**src/sv/chte_pkg.sv**
```systemverilog
// ----------------------------------------------------------------------------
// chte_pkg
// shared types and constants of the chained hash table engine
// ----------------------------------------------------------------------------
package chte_pkg;
  localparam int unsigned BUCKETS = 64;
  localparam int unsigned POOL_ENTRIES = 256;
  localparam int unsigned BKT_W = $clog2(BUCKETS);
  localparam int unsigned NODE_W = $clog2(POOL_ENTRIES);
  localparam int unsigned PTR_W = NODE_W + 1;
  localparam logic [PTR_W-1:0] NIL = PTR_W'(POOL_ENTRIES);

  typedef enum logic [1:0] {
    REQ_INSERT = 2'd0,
    REQ_LOOKUP = 2'd1,
    REQ_LOOKUP_H = 2'd2,
    REQ_REMOVE = 2'd3
  } req_t;

  typedef enum logic [1:0] {
    ST_OK = 2'd0,
    ST_MISS = 2'd1,
    ST_FULL = 2'd2
  } status_t;

  typedef struct packed {
    logic we;
    logic [NODE_W-1:0] addr;
    logic [PTR_W-1:0] data;
  } link_wr_t;
endpackage

```
**src/sv/chte_link_ram.sv**
```systemverilog
// ----------------------------------------------------------------------------
// chte_link_ram
// node link memory, one write and one registered read per cycle;
// init sweep links the pool as a free list after reset
// ----------------------------------------------------------------------------
module chte_link_ram
  import chte_pkg::*;
(
  input  logic clk,
  input  logic rst,
  input  link_wr_t wr,
  input  logic [NODE_W-1:0] rd_addr,
  output logic [PTR_W-1:0] rd_data,
  output logic init_busy
);
  logic [PTR_W-1:0] mem [POOL_ENTRIES];
  logic [PTR_W-1:0] init_ptr;

  always_ff @(posedge clk) begin
    if (rst) begin
      init_ptr <= '0;
    end else if (init_busy) begin
      init_ptr <= init_ptr + 1'b1;
    end
  end

  assign init_busy = (init_ptr != NIL);

  always_ff @(posedge clk) begin
    if (init_busy) begin
      mem[init_ptr[NODE_W-1:0]] <= init_ptr + 1'b1;
    end else if (wr.we) begin
      mem[wr.addr] <= wr.data;
    end
    rd_data <= mem[rd_addr];
  end
endmodule

```
**config.mk**
```make
export PLATFORM = sky130hd
export DESIGN_NAME = chte_link_ram
export DESIGN_NICKNAME = d
export VERILOG_FILES = /design/src/sv/chte_pkg.sv /design/src/sv/chte_link_ram.sv
export SDC_FILE = /design/constraint.sdc
export NUM_CORES = 2
export LEC_CHECK = 0
export ABC_AREA = 0
export BUFFER_PORTS_ARGS = -buffer_cell sky130_fd_sc_hd__buf_2
export CORE_MARGIN = 3
export CORE_UTILIZATION = 45
export DETAILED_ROUTE_END_ITERATION = 10
export MAX_ROUTING_LAYER = met4
export PLACE_DENSITY = 0.65
export SYNTH_ARGS = -nofsm -noshare
export SYNTH_HDL_FRONTEND = slang
export SYNTH_SLANG_ARGS = --single-unit
```
**constraint.sdc**
```tcl
create_clock -name clk -period 10.8 [get_ports clk]
set_input_delay 1.08 -clock clk [delete_from_list [all_inputs] [get_ports clk]]
set_output_delay 1.08 -clock clk [all_outputs]
set_load 0.02 [all_outputs]
```
==> impl_metrics.env <==
export IMPL_status="complete, but fails checks"
export IMPL_violations="max-slew violations"
export IMPL_synth_flop_cell="edfxtp_1"
export IMPL_drt_iter0_markers=5466
export IMPL_slowest_stage="nor2_1"
export IMPL_clock_sinks=2322
export IMPL_grt_pass1_wl_um=317000
export IMPL_finalClockSkew_ns=0.0346
export IMPL_synthTopCellsByCount="2304 x edfxtp_1, 491 x mux4_2, 292 x nor2_1, 173 x a22oi_1, 156 x mux2i_1"
export IMPL_die_h_um=453
export IMPL_vias_per_cell=6.09
export IMPL_ios=38
export IMPL_fin_crit_ns=4.88
export IMPL_min_path_type="primary input to register"
export IMPL_instances_no_fill=7166
export IMPL_grt_max_degree=205
export IMPL_fin_setup_tns_ns=0
export IMPL_worst_path_max_fanout=20
export IMPL_die_area_um2=205000
export IMPL_hold_violations=0
export IMPL_postCtsSetupBuffers=0
export IMPL_routed_via_count=43624
export IMPL_cpMostUsedCell="nor2_1"
export IMPL_ys_ff_latch=2322
export IMPL_ys_warn_count=0
export IMPL_grt_use_total_pct=22.0
export IMPL_initial_core_util_pct=45.4
export IMPL_max_freq_mhz=205
export IMPL_first_global_vias=43784
export IMPL_rsz0062_at_grt="false"
export IMPL_critPathMaxStageDelay_ns=0.99
export IMPL_cts_max_level=4
export IMPL_yosys_area_share_adder_pct=0.0279
export IMPL_cp_end_kind="register"
export IMPL_synth_top_family_by_area="multiplexers"
export IMPL_ys_seq_area_share_pct=77.4
export IMPL_powerDensity_nw_per_um2=184
export IMPL_cts_root_buf="clkbuf_16"
export IMPL_clk_path_buf_depth=3
export IMPL_holdBufCountCts=0
export IMPL_place_congestion=0.853
export IMPL_crit_arrival_ns=5.35
export IMPL_fin_nets=4364
export IMPL_required_ns=11.26
export IMPL_core_um2=198000
export IMPL_slew_headroom_pct=-3.29
export IMPL_first_pass_iters=6
export IMPL_synth_cells=4280
export IMPL_die_w_um=453
export IMPL_syn2layout_area_growth_pct=10.7
export IMPL_cts_tree="built"
export IMPL_syn_avg_cell_area_um2=21.0
export IMPL_clkLatencyLatePin_ns=0.87
export IMPL_ant_nets=0
export IMPL_port_buffers=37
export IMPL_critPathKind="register to register"
export IMPL_cp_start_kind="register"
export IMPL_syn_nets=4310
export IMPL_synth_xor_area_share_pct=0.0780
export IMPL_async_flop_share_pct=0
export IMPL_hold_ws_ns=0.528
export IMPL_dp_cells=6757
export IMPL_setup_viol=0
export IMPL_drive_gt1_share_pct=21.4
export IMPL_dpl_hpwl_um=128000
export IMPL_drc=0
export IMPL_period_share_pct=45.2
export IMPL_report_final_slew_viol_count=40
export IMPL_post_synth_top_count_cell="edfxtp_1"
export IMPL_synth_simple_area_share_pct=2.59
export IMPL_synth_cell_types=66
export IMPL_max_slew_worst_pin_slew_ns=1.55
export IMPL_rows=163
export IMPL_yosysTopAreaCell="edfxtp_1"
export IMPL_grt_antenna_before_repair=4
export IMPL_synth_area_mux_share_pct=14.1
export IMPL_nFillCells=15623
export IMPL_leakagePower_nw=30.9
export IMPL_wirelength_um=218000
export IMPL_netlist_area_um2=89800
export IMPL_post_cts_resized=0
export IMPL_vdd_drop_max_mv=0.166
export IMPL_power_mw=18.3
export IMPL_cts_buffers=215
export IMPL_cap_violations=0
export IMPL_synth_top_area_share_pct=77.0
export IMPL_clkSlewWorstSetupHoldPaths_ns=0.06
export IMPL_cp_cell_sequence="inv_1 -> ha_1 -> nor4bb_2 -> and3_1 -> a31oi_1 -> nor2_1 -> nand2_1 -> nor2_1"
export IMPL_grt_overflow=0
export IMPL_synth_top_cells_by_area="edfxtp_1 77%, mux4_2 12%, mux2i_1 1.7%, a22oi_1 1.4%, nor2_1 1.2%"
export IMPL_post_drt_wl_per_cell_um=30.4
export IMPL_synth_edf_count=2304
export IMPL_synth_compound_area_share_pct=4.03
-- worst paths after layout --
| path | endpoint | cells after the start | slack (ns) | from |
|---|---|---|---|---|
| worst max register to register | mem[87][8] | 8 | 5.92 | init_ptr[0] |
| worst max-delay path | mem[87][8] | 8 | 5.92 | init_ptr[0] |
| worst min-delay path | init_ptr[3] | 2 | 0.53 | rst |
| worst min register to register | init_ptr[8] | 2 | 0.58 | init_ptr[8] |
-- per-layer routing --
layer / wire length [um] / GRT usage [%] / vias to the layer above
met3: 19000 / 4.45 / 369
met5: 0 / - / -
li1: - / - / 18041
met4: 7780 / 7.33 / 0
met1: 86600 / 29.9 / 23252
met2: 105000 / 33.5 / 1962
-- cells by family after synthesis --
kind of cell	after synthesis
adder cells (fa/ha/maj)	2
flip-flops	2322
multiplexers	648
AND/OR/NAND/NOR	503
XOR/XNOR	8
AO/OA/AOI/OAI	525
buffers and inverters	272
-- cell type report --
cell class,instances,area (um^2),share of cell area (%)
Sequential cell,2322,69500,69.9
Clock buffer,275,5680,5.71
Timing Repair Buffer,99,798,0.803
Tap cell,2640,3300,3.32
Antenna cell,7,17.5,0.0176
Clock inverter,127,1250,1.26
Inverter,10,37.5,0.0377
Multi-Input combinational cell,1686,18800,18.9
-- placed cells by master (no fill, tap or decap), types with 10 or more instances in the layout --
cell type	n
a21oi_1	140
a221oi_1	33
a22o_1	15
a22oi_1	173
buf_12	10
buf_2	34
buf_4	53
bufinv_16	20
clkbuf_1	55
clkbuf_16	217
clkinv_1	47
clkinv_2	40
dfxtp_1	18
edfxtp_1	2304
mux2i_1	156
mux4_2	491
nand2_1	60
nand2_2	11
nand2b_1	10
nand3_1	15
nor2_1	289
nor3_1	15
nor4_1	26
o21ai_0	40
o221ai_1	34
o22ai_1	35
o2bb2ai_1	10
or2_2	10
-- sequential cells by signal, indices dropped and copies added, names as in the netlist --
register and cells:
rd_data 9, init_ptr 9, mem 2304
-- critical path: cells and delay by family, from the launching register on --
family / cells / cell delay, ns
adder cells (fa/ha/maj): 1 / 0.18
buffers and inverters: 1 / 0.22
flip-flops: 1 / 0.37
AO/OA/AOI/OAI: 1 / 0.18
AND/OR/NAND/NOR: 5 / 3.52
-- per-stage QoR --
step / util (%) / instance area (um^2) / setup WS [ns]
2_1_floorplan: - / 89800 / 0.914
3_3_place_gp: 46.8 / 92500 / 5.05
3_5_place_dp: 46.8 / 92500 / 5.02
4_1_cts: 50.3 / 99400 / 5.95
5_1_grt: 50.3 / 99400 / 5.73
6_report: 50.3 / 99400 / 5.92
-- where the power goes --
group          leakage (nW)  internal [mW]  switching (mW)
logic                  6.17          0.279           0.573
clock network          3.37           4.20            3.30
registers              21.3           9.90          0.0289
Power figures use the tool's default switching activity.
